`config.mk`:
```
export PLATFORM = sky130hd
export DESIGN_NAME = websocket_frame_deframer_top
export DESIGN_NICKNAME = d
export VERILOG_FILES = /design/src/sv/wsd_pkg.sv /design/src/sv/websocket_frame_deframer_top.sv
export SDC_FILE = /design/constraint.sdc
export NUM_CORES = 1
export LEC_CHECK = 0
export BUFFER_PORTS_ARGS = -buffer_cell sky130_fd_sc_hd__buf_2
export CAP_MARGIN = 20
export CORE_UTILIZATION = 55
export DETAILED_ROUTE_END_ITERATION = 12
export PLACE_DENSITY = 0.77
export RECOVER_POWER = 50
export SLEW_MARGIN = 15
export SYNTH_ARGS = -nofsm -noshare
export SYNTH_HDL_FRONTEND = slang
export SYNTH_SLANG_ARGS = --single-unit
```
`constraint.sdc`:
```
create_clock -name clk -period 4.8 [get_ports clk]
set_input_delay 0.24 -clock clk [delete_from_list [all_inputs] [get_ports clk]]
set_output_delay 0.24 -clock clk [all_outputs]
set_load 0.01 [all_outputs]
```
`src/sv/wsd_pkg.sv`:
```
`default_nettype none

package wsd_pkg;

	localparam int unsigned BYTE_W     = 8;
	localparam int unsigned OPCODE_W   = 4;
	localparam int unsigned WLEN_W     = 16;
	localparam int unsigned LEN_W      = 64;
	localparam int unsigned KEY_W      = 32;
	localparam int unsigned CFG_DATA_W = 16;
	localparam int unsigned CFG_IDX_W  = 1;
	localparam int unsigned OUT_DATA_W = 80;

	localparam logic [CFG_IDX_W-1:0] CFG_WANTED_OPCODE = 1'd0;
	localparam logic [CFG_IDX_W-1:0] CFG_WANTED_LENGTH = 1'd1;

	localparam logic [OPCODE_W-1:0] WANTED_OPCODE_RST = 4'h2;
	localparam logic [WLEN_W-1:0]   WANTED_LENGTH_RST = 16'd784;

	localparam logic [6:0] LEN7_EXT16 = 7'd126;
	localparam logic [6:0] LEN7_EXT64 = 7'd127;

	localparam logic KIND_HEADER  = 1'b0;
	localparam logic KIND_PAYLOAD = 1'b1;

	typedef struct packed {
		logic [BYTE_W-1:0]   payload_byte;
		logic                selected;
		logic [LEN_W-1:0]    payload_length;
		logic                masked;
		logic [OPCODE_W-1:0] opcode;
		logic                fin;
	} result_t;

endpackage

`default_nettype wire

```
`src/sv/websocket_frame_deframer_top.sv`:
```
// WebSocket (RFC 6455) client-to-server deframer. One raw stream byte is taken per
// word on the slave side, one byte in every clock cycle while the master side keeps
// up; each byte is decoded combinationally into the next frame state and, where it
// completes a header or carries payload, into one result word held in an output
// register, so a stalled master side holds only that register. Header bytes
// before the last give no word; the header's last byte gives a summary word
// (tuser low) and each payload byte an unmasked byte word (tuser high), with tlast
// on the frame's final word. Fragmentation is not handled, reserved bits are
// ignored and the 64-bit length is used as received.
`default_nettype none

module websocket_frame_deframer_top
	import wsd_pkg::*;
(
	input  wire                         clk,
	input  wire                         arst_n,
	input  wire                         cfg_we,
	input  wire  [CFG_IDX_W-1:0]        cfg_index,
	input  wire  [CFG_DATA_W-1:0]       cfg_data,
	input  wire                         s_tvalid,
	output logic                        s_tready,
	input  wire  [BYTE_W-1:0]           s_tdata,    // data_byte
	output logic                        m_tvalid,
	input  wire                         m_tready,
	output logic [OUT_DATA_W-1:0]       m_tdata,    // fin, opcode, masked, payload_length, selected, payload_byte, pad
	output logic                        m_tuser,    // kind
	output logic                        m_tlast
);

	localparam logic [2:0] PH_HDR0    = 3'd0;
	localparam logic [2:0] PH_HDR1    = 3'd1;
	localparam logic [2:0] PH_EXT     = 3'd2;
	localparam logic [2:0] PH_MASK    = 3'd3;
	localparam logic [2:0] PH_PAYLOAD = 3'd4;

	logic [OPCODE_W-1:0] wanted_opcode_q;
	logic [WLEN_W-1:0]   wanted_length_q;

	logic [2:0]          phase_q, phase_d;
	logic [3:0]          ext_count_q, ext_count_d;
	logic [LEN_W-1:0]    frame_length_q, frame_length_d;
	logic [LEN_W-1:0]    remaining_q, remaining_d;
	logic [1:0]          key_idx_q, key_idx_d;
	logic [KEY_W-1:0]    mask_key_q, mask_key_d;
	logic [OPCODE_W-1:0] frame_opcode_q, frame_opcode_d;
	logic                frame_fin_q, frame_fin_d;
	logic                frame_masked_q, frame_masked_d;

	logic                res_valid, res_kind, res_last;
	logic [BYTE_W-1:0]   res_byte;
	logic                hdr_done;
	logic [BYTE_W-1:0]   key_byte;
	logic                accept;
	result_t             res;

	logic                m_tvalid_q;
	result_t             out_s1;
	logic                out_kind_s1, out_last_s1;

	assign s_tready = !m_tvalid_q || m_tready;
	assign accept   = s_tvalid && s_tready;

	always_ff @(posedge clk or negedge arst_n) begin
		if (!arst_n) begin
			wanted_opcode_q <= WANTED_OPCODE_RST;
			wanted_length_q <= WANTED_LENGTH_RST;
		end else if (cfg_we) begin
			unique case (cfg_index)
				CFG_WANTED_OPCODE: wanted_opcode_q <= cfg_data[OPCODE_W-1:0];
				CFG_WANTED_LENGTH: wanted_length_q <= cfg_data[WLEN_W-1:0];
				default: ;
			endcase
		end
	end

	always_comb begin
		unique case (key_idx_q)
			2'd0: key_byte = mask_key_q[31:24];
			2'd1: key_byte = mask_key_q[23:16];
			2'd2: key_byte = mask_key_q[15:8];
			default: key_byte = mask_key_q[7:0];
		endcase
	end

	always_comb begin
		phase_d        = phase_q;
		ext_count_d    = ext_count_q;
		frame_length_d = frame_length_q;
		remaining_d    = remaining_q;
		key_idx_d      = key_idx_q;
		mask_key_d     = mask_key_q;
		frame_opcode_d = frame_opcode_q;
		frame_fin_d    = frame_fin_q;
		frame_masked_d = frame_masked_q;
		res_valid      = 1'b0;
		res_kind       = KIND_HEADER;
		res_last       = 1'b0;
		res_byte       = '0;
		hdr_done       = 1'b0;

		unique case (phase_q)
			PH_HDR1: begin
				frame_masked_d = s_tdata[7];
				if (s_tdata[6:0] == LEN7_EXT16) begin
					frame_length_d = '0;
					phase_d        = PH_EXT;
					ext_count_d    = 4'd2;
				end else if (s_tdata[6:0] == LEN7_EXT64) begin
					frame_length_d = '0;
					phase_d        = PH_EXT;
					ext_count_d    = 4'd8;
				end else begin
					frame_length_d = {{(LEN_W-7){1'b0}}, s_tdata[6:0]};
					hdr_done       = !s_tdata[7];
					if (s_tdata[7]) begin
						phase_d     = PH_MASK;
						ext_count_d = 4'd4;
					end
				end
			end
			PH_EXT: begin
				frame_length_d = {frame_length_q[LEN_W-BYTE_W-1:0], s_tdata};
				ext_count_d    = ext_count_q - 4'd1;
				if (ext_count_q == 4'd1) begin
					hdr_done = !frame_masked_q;
					if (frame_masked_q) begin
						phase_d     = PH_MASK;
						ext_count_d = 4'd4;
					end
				end
			end
			PH_MASK: begin
				mask_key_d  = {mask_key_q[KEY_W-BYTE_W-1:0], s_tdata};
				ext_count_d = ext_count_q - 4'd1;
				hdr_done    = (ext_count_q == 4'd1);
			end
			PH_PAYLOAD: begin
				res_valid   = 1'b1;
				res_kind    = KIND_PAYLOAD;
				res_byte    = frame_masked_q ? (s_tdata ^ key_byte) : s_tdata;
				res_last    = (remaining_q == {{(LEN_W-1){1'b0}}, 1'b1});
				remaining_d = remaining_q - {{(LEN_W-1){1'b0}}, 1'b1};
				key_idx_d   = key_idx_q + 2'd1;
				if (res_last) begin
					phase_d = PH_HDR0;
				end
			end
			default: begin
				frame_fin_d    = s_tdata[7];
				frame_opcode_d = s_tdata[3:0];
				phase_d        = PH_HDR1;
			end
		endcase

		if (hdr_done) begin
			res_valid   = 1'b1;
			key_idx_d   = 2'd0;
			remaining_d = frame_length_d;
			if (frame_length_d == '0) begin
				res_last = 1'b1;
				phase_d  = PH_HDR0;
			end else begin
				phase_d  = PH_PAYLOAD;
			end
		end

		res.fin            = frame_fin_d;
		res.opcode         = frame_opcode_d;
		res.masked         = frame_masked_d;
		res.payload_length = frame_length_d;
		res.selected       = (frame_opcode_d == wanted_opcode_q) &&
			(frame_length_d == {{(LEN_W-WLEN_W){1'b0}}, wanted_length_q});
		res.payload_byte   = res_byte;
	end

	always_ff @(posedge clk or negedge arst_n) begin
		if (!arst_n) begin
			phase_q        <= PH_HDR0;
			ext_count_q    <= '0;
			frame_length_q <= '0;
			remaining_q    <= '0;
			key_idx_q      <= '0;
			mask_key_q     <= '0;
			frame_opcode_q <= '0;
			frame_fin_q    <= 1'b0;
			frame_masked_q <= 1'b0;
		end else if (accept) begin
			phase_q        <= phase_d;
			ext_count_q    <= ext_count_d;
			frame_length_q <= frame_length_d;
			remaining_q    <= remaining_d;
			key_idx_q      <= key_idx_d;
			mask_key_q     <= mask_key_d;
			frame_opcode_q <= frame_opcode_d;
			frame_fin_q    <= frame_fin_d;
			frame_masked_q <= frame_masked_d;
		end
	end

	always_ff @(posedge clk or negedge arst_n) begin
		if (!arst_n) begin
			m_tvalid_q <= 1'b0;
		end else if (s_tready) begin
			m_tvalid_q <= accept && res_valid;
		end
	end

	always_ff @(posedge clk) begin
		if (accept && res_valid) begin
			out_s1      <= res;
			out_kind_s1 <= res_kind;
			out_last_s1 <= res_last;
		end
	end

	assign m_tvalid = m_tvalid_q;
	assign m_tdata  = {{(OUT_DATA_W-$bits(result_t)){1'b0}}, out_s1};
	assign m_tuser  = out_kind_s1;
	assign m_tlast  = out_last_s1;

	a_payload_nonempty: assert property (@(posedge clk) disable iff (!arst_n)
		phase_q == PH_PAYLOAD |-> remaining_q != '0)
		else $error("payload phase with nothing left");

	a_mask_phase_masked: assert property (@(posedge clk) disable iff (!arst_n)
		phase_q == PH_MASK |-> frame_masked_q)
		else $error("mask key read for an unmasked frame");

	a_last_returns_hdr: assert property (@(posedge clk) disable iff (!arst_n)
		accept && phase_q == PH_PAYLOAD && remaining_q == {{(LEN_W-1){1'b0}}, 1'b1}
		|=> phase_q == PH_HDR0)
		else $error("last payload byte did not end the frame");

	a_header_byte_zero: assert property (@(posedge clk) disable iff (!arst_n)
		m_tvalid_q && out_kind_s1 == KIND_HEADER |-> out_s1.payload_byte == '0)
		else $error("header summary carries a payload byte");

	a_empty_frame_last: assert property (@(posedge clk) disable iff (!arst_n)
		m_tvalid_q && out_kind_s1 == KIND_HEADER && out_s1.payload_length == '0
		|-> out_last_s1)
		else $error("empty frame summary not marked last");

endmodule

`default_nettype wire
```
# Yosys cells after proc, flatten, opt, wreduce, memory -nomap -nowiden
# Cells that the tools add are included.
# classes
n_addsub,3
mul,0
n_div,0
n_lt_le_gt_ge,0
n_eq_ne,18
shifts,0
mux,36
bitwise_logic,2
reduce_logical,18
# op_table
cell,n
64-bit 2-to-1 mux,2
64-bit one-hot mux with 2 select lines,1
"64-bit by 1-bit == test with 1-bit output, second input constant",1
64-bit by 16-bit == test with 1-bit output,1
64-bit zero test,1
"64-bit by 1-bit subtractor with 64-bit output, second input constant",1
3-bit 2-to-1 mux,8
4-bit 2-to-1 mux,6
8-bit one-hot mux with 3 select lines,1
"7-bit == test, second input constant",2
7-bit 2-to-1 mux,2
3-bit one-hot mux with 4 select lines,1
4-bit one-hot mux with 3 select lines,1
1-bit 2-to-1 mux,10
"3-bit inequality test, second input constant",3
8-bit 2-to-1 mux,1
2-bit AND reduction,4
8-bit XOR,1
"3-bit by 2-bit == test with 1-bit output, second input constant",2
6-bit AND reduction,1
"5-bit inequality test, second input constant",1
"4-bit by 1-bit == test with 1-bit output, second input constant",1
4-bit == test,1
2-bit 2-to-1 mux,2
other kinds (18),22
# totals
reg_bits,277
latch_bits,0
ramBits,0
mem_bits_ro,0
inputBits,30
out_inout_bits,84
elab_cells,97
mem_count,0

# Depth between registers and ports, before layout
# logic_depth
word_depth,7
mapped_depth,12
depth_no_buf,10

# Least setup slack after synthesis
# Ideal clock, no wire load.
# synth_timing
path_kind,register to register
startpoint,reg phase_q[2]
endpoint,"reg out_s1 (netlist bit m_tdata[0]), enable pin"
setup_ns,0.477
arrival_time_ns,4.275
slack_ns,0.048
path_stages_with_launch,8
n_path_buf,3
synth_period_minus_slack_ns,4.752
path_cell_list,dfrtp_1 > clkbuf_1 > buf_2 > nand2b_1 > o31ai_1 > o21ai_1 > clkinv_1 > clkbuf_1
# synth_between
elab_chain_cells,4
elab_cells_between_ends,8
# synth_lines
element,line,text
from (decl),websocket_frame_deframer_top.sv:39,"logic [2:0] phase_q, phase_d;"
from (signal assigned),websocket_frame_deframer_top.sv:188,phase_q <= phase_d;
"3-bit by 2-bit == test with 1-bit output, or another cell as far along",websocket_frame_deframer_top.sv:101,unique case (phase_q)
1-bit one-hot mux with 3 select lines or 1-bit 2-to-1 mux (tied branches),websocket_frame_deframer_top.sv:101,
1-bit 2-to-1 mux (*),websocket_frame_deframer_top.sv:155,if (hdr_done) begin
1-bit logical AND (*),websocket_frame_deframer_top.sv:209,if (accept && res_valid) begin
to (signal assigned),websocket_frame_deframer_top.sv:210,out_s1 <= res;
to (decl),websocket_frame_deframer_top.sv:57,result_t out_s1;
# Mark *: on every way between the ends. The rest lies on a longest branch, timed or not.
# A chain may end at the register's enable or synchronous reset.

==> impl_results.md <==
* Clk_lat worst skew at 0.58 ns
* Largest net degree at the start of global routing at 114
* Hold_sp: s_tdata[3]
* Initial antenna violation count at 0
* Largest family of logic cells by synthesized area: simple AND/OR/NAND/NOR gates
* Via density per instance at 6.40
* Root buf cell: clkbuf_16
* Vias in the first global route at 11.3k
* Syn Inst Count at 1434
* Final-layout fill cell count at 2057
* Final setup TNS at 0 ns
* CP endpoint: m_tdata[70]$_DFFE_PP_
* Nets at 1552
* GP Congestion at 0.935
* First-pass GRT wire length at 63400 um
* Die area at 0.0264 mm2
* Detailed-route DRC error count at 0
* Period utilization at 0.836
* Hold WC Path Type: input pin to flip-flop
* Boundary Pins at 114
* Slew Limit Fails at 196
* Max H-tree Level at 1
* Tmin final at 4.01 ns
* Horiz. Die Dim at 162 um
* Crit path launch: phase_q[1]$_DFFE_PN0P_
* Simple-gate share of the synthesized area at 0.202
* Mapped Nets at 1472
* Postcts setup bufs at 0
* Clk_skew at 0.0204 ns
* Placement row count at 58
* Post-synth EDFFs at 81
* Final Setup Violations at 0
* LEAKAGE at 6.69 nW
* IO Port Bufs at 112
* Register Area at 0.00734 mm2
* Total number of vias at 12.0k
* Area share of the largest cell type after synthesis at 0.339
* PD cells at 678 mW/mm2
* Antenna Cells at 0
* Ys flop type: dfrtp_1
* Gr usage total at 0.311
* Clock sinks at 277
* Sequential area share after synthesis at 0.519
* Worst setup SP type: flip-flop
* Mux contribution to synthesized area at 0.0481
* DR WL/cell at 21.5 um
* Status: finished with violations
* Remaining antenna violation count at 0
* Synth Area in Adders at 0.00707
* Peak VDD IR at 0.340 mV
* TritonCTS clock tree: built
* Synthesis-to-finish area growth at 12.5%
* Slew margin rel. at -0.923
* Setup crit end kind: flip-flop
* Post-synthesis average cell area at 9.87 um2
* Mapped Area at 0.0142 mm2
* Die height at 162 um
* Worst path required time at 5.20 ns
* Maxcap violations at 2
* Failing checks: capacitance limit, slew limit
* Finished Core Util at 0.632
* Slew @ Worst Pin at 2.88 ns
* RSZ-0062 raised after global routing: no
* Total power draw at 10.8 mW
* Post-Synth XOR/XNOR Area at 0.0179
* Complex-gate fraction of the synthesized area at 0.156
* Layout cell share with drive strength beyond 1 at 0.115
* WP data arrival at 4.41 ns
* Multi-input logic area at 0.00614 mm2
* Reg2Reg Setup Slack at 0.79 ns
* Routed WL at 40200 um
* Number of DRC markers in iteration 0 at 1347
* Overflow after GRT at 0
* Asr flop ratio synth at 0.708
* Hold Slack at 0.0236 ns
* Number of synthesized register bits at 277
* Critical path class: flip-flop to flip-flop
* Initial core utilization at 0.562
* TritonRoute pass-1 iters at 5
* Fin. Hold Viols at 0
* Area leader, netlist: dfrtp_1
* CTS Buf Count at 30
* Depth of the most critical reg-to-reg path at 8
* CTS max path bufs at 3
* Core Box Area at 0.0252 mm2
* Fmax at 249 MHz
* Synth cell types at 69
* RR Endpoint: m_tdata[70]$_DFFE_PP_
* Yosys warnings at 0
* Start of the worst register-to-register path: phase_q[1]$_DFFE_PN0P_
* Area contributors post-synth: dfrtp_1, edfxtp_1, nand2_1, mux2_2, o21ai_0
* Post-DP HPWL at 26400 um
* Clock input transition at the sequential cells of the worst setup and hold paths at 0.06 ns
* CP max FO at 52
## metal layers
metal | GRT usage | wire, um | vias to the layer above | part of all wire
met5 | 0 | 0 | - | 0
met4 | 0.117 | 1420 | 0 | 0.035
met3 | 0.0772 | 4300 | 100 | 0.11
met2 | 0.467 | 18200 | 630 | 0.45
met1 | 0.435 | 16400 | 5838 | 0.41
li1 | - | - | 5389 | -
## power breakdown
group	leakage, nW	internal [mW]	switching, mW
logic	3.01	1.52	2.73
clock network	0.492	1.37	0.971
registers	3.18	3.38	0.821
## critical path, stage by stage (launching register included)
cell and delay, ns:
dfrtp_2 0.86, o21bai_4 0.36, buf_4 0.33, a221oi_1 0.58, nand4_1 0.17, nor4_1 0.45, nand4_1 0.32, or3_1 0.45
nor4_2 0.27
## cell type report
type                            count  share of cell area
Clock inverter                     15              0.0101
Clock buffer                       41              0.0523
Multi-Input combinational cell    989               0.386
Tap cell                          330              0.0259
Sequential cell                   277               0.461
Inverter                           72              0.0171
Timing Repair Buffer              144              0.0476
## synth_stat cells (14+ instances only)
master,number
xor2_1,15
nand2_1,179
a22oi_1,16
inv_1,71
nor2_1,82
xnor2_1,14
a21oi_1,75
and3_1,40
dfrtp_1,192
and2_1,50
a221oi_1,33
nor4_1,26
nand3_1,34
o21ai_0,111
edfxtp_1,81
clkbuf_1,71
nand4_1,31
mux2_2,56
nor3_1,25
o22ai_1,16
or3_1,16
## worst min path at each step
stage | to | slack [ns] | cells past startpoint
3_3_place_gp | wanted_length_q[6]$_DFFE_PN0P_ | 0.44 | 1
6_report | mask_key_q[3]$_DFFE_PN0P_ | 0.02 | 2
4_1_cts | mask_key_q[5]$_DFFE_PN0P_ | 0.006 | 2
5_1_grt | mask_key_q[2]$_DFFE_PN0P_ | 0.02 | 2
3_5_place_dp | wanted_length_q[6]$_DFFE_PN0P_ | 0.43 | 1
2_1_floorplan | ext_count_q[0]$_DFFE_PN0P_ | -0.06 | 0
## cells by family (layout without fill, tap and decap cells)
logic type	Yosys count	after routing
and+or+nand+nor	550	550
other	1	1
muxes	61	61
DFF	277	277
adders and majority gates	8	8
buffers and inverters	168	272
AOI/OAI and AO/OA	340	340
xor gates and xnor gates	29	29
## flip-flops by register name (all words and copies together) (netlist names), 2 cells and up
register,count
key_idx_q,2
remaining_q,64
frame_length_q,64
m_tdata,79
mask_key_q,32
phase_q,3
frame_opcode_q,4
ext_count_q,4
wanted_length_q,16
wanted_opcode_q,4
## placed cells by master, fill, tap and decap left out, types with 16 or more instances in the layout
cell,n
dfrtp_1,191
nand2_1,178
o21ai_0,111
clkbuf_1,92
nor2_1,82
edfxtp_1,81
a21oi_1,75
inv_1,71
mux2_2,56
and2_1,48
and3_1,40
nand3_1,34
a221oi_1,33
nand4_1,31
clkbuf_16,30
buf_2,27
nor4_1,26
nor3_1,25
dlygate4sd3_1,17
a22oi_1,16
or3_1,16
o22ai_1,16
## what timing repair did
action,4_1_cts,5_1_grt
hold buffers,17,0
hold endpoints to repair,129,0
endpoints found under the setup margin,0,0
gates resized for setup,0,0
## through the flow
step | std cells | area [um2] | setup WS [ns]
global route | 1868 | 15900 | 0.364
floorplan | 1434 | 14200 | 0.0479
global placement | 1795 | 14900 | 1.01
CTS | 1868 | 16100 | 0.903
detailed placement | 1795 | 14900 | 0.925
finish | 1868 | 15900 | 0.789
No activity file was read; power rests on OpenSTA's default activity.
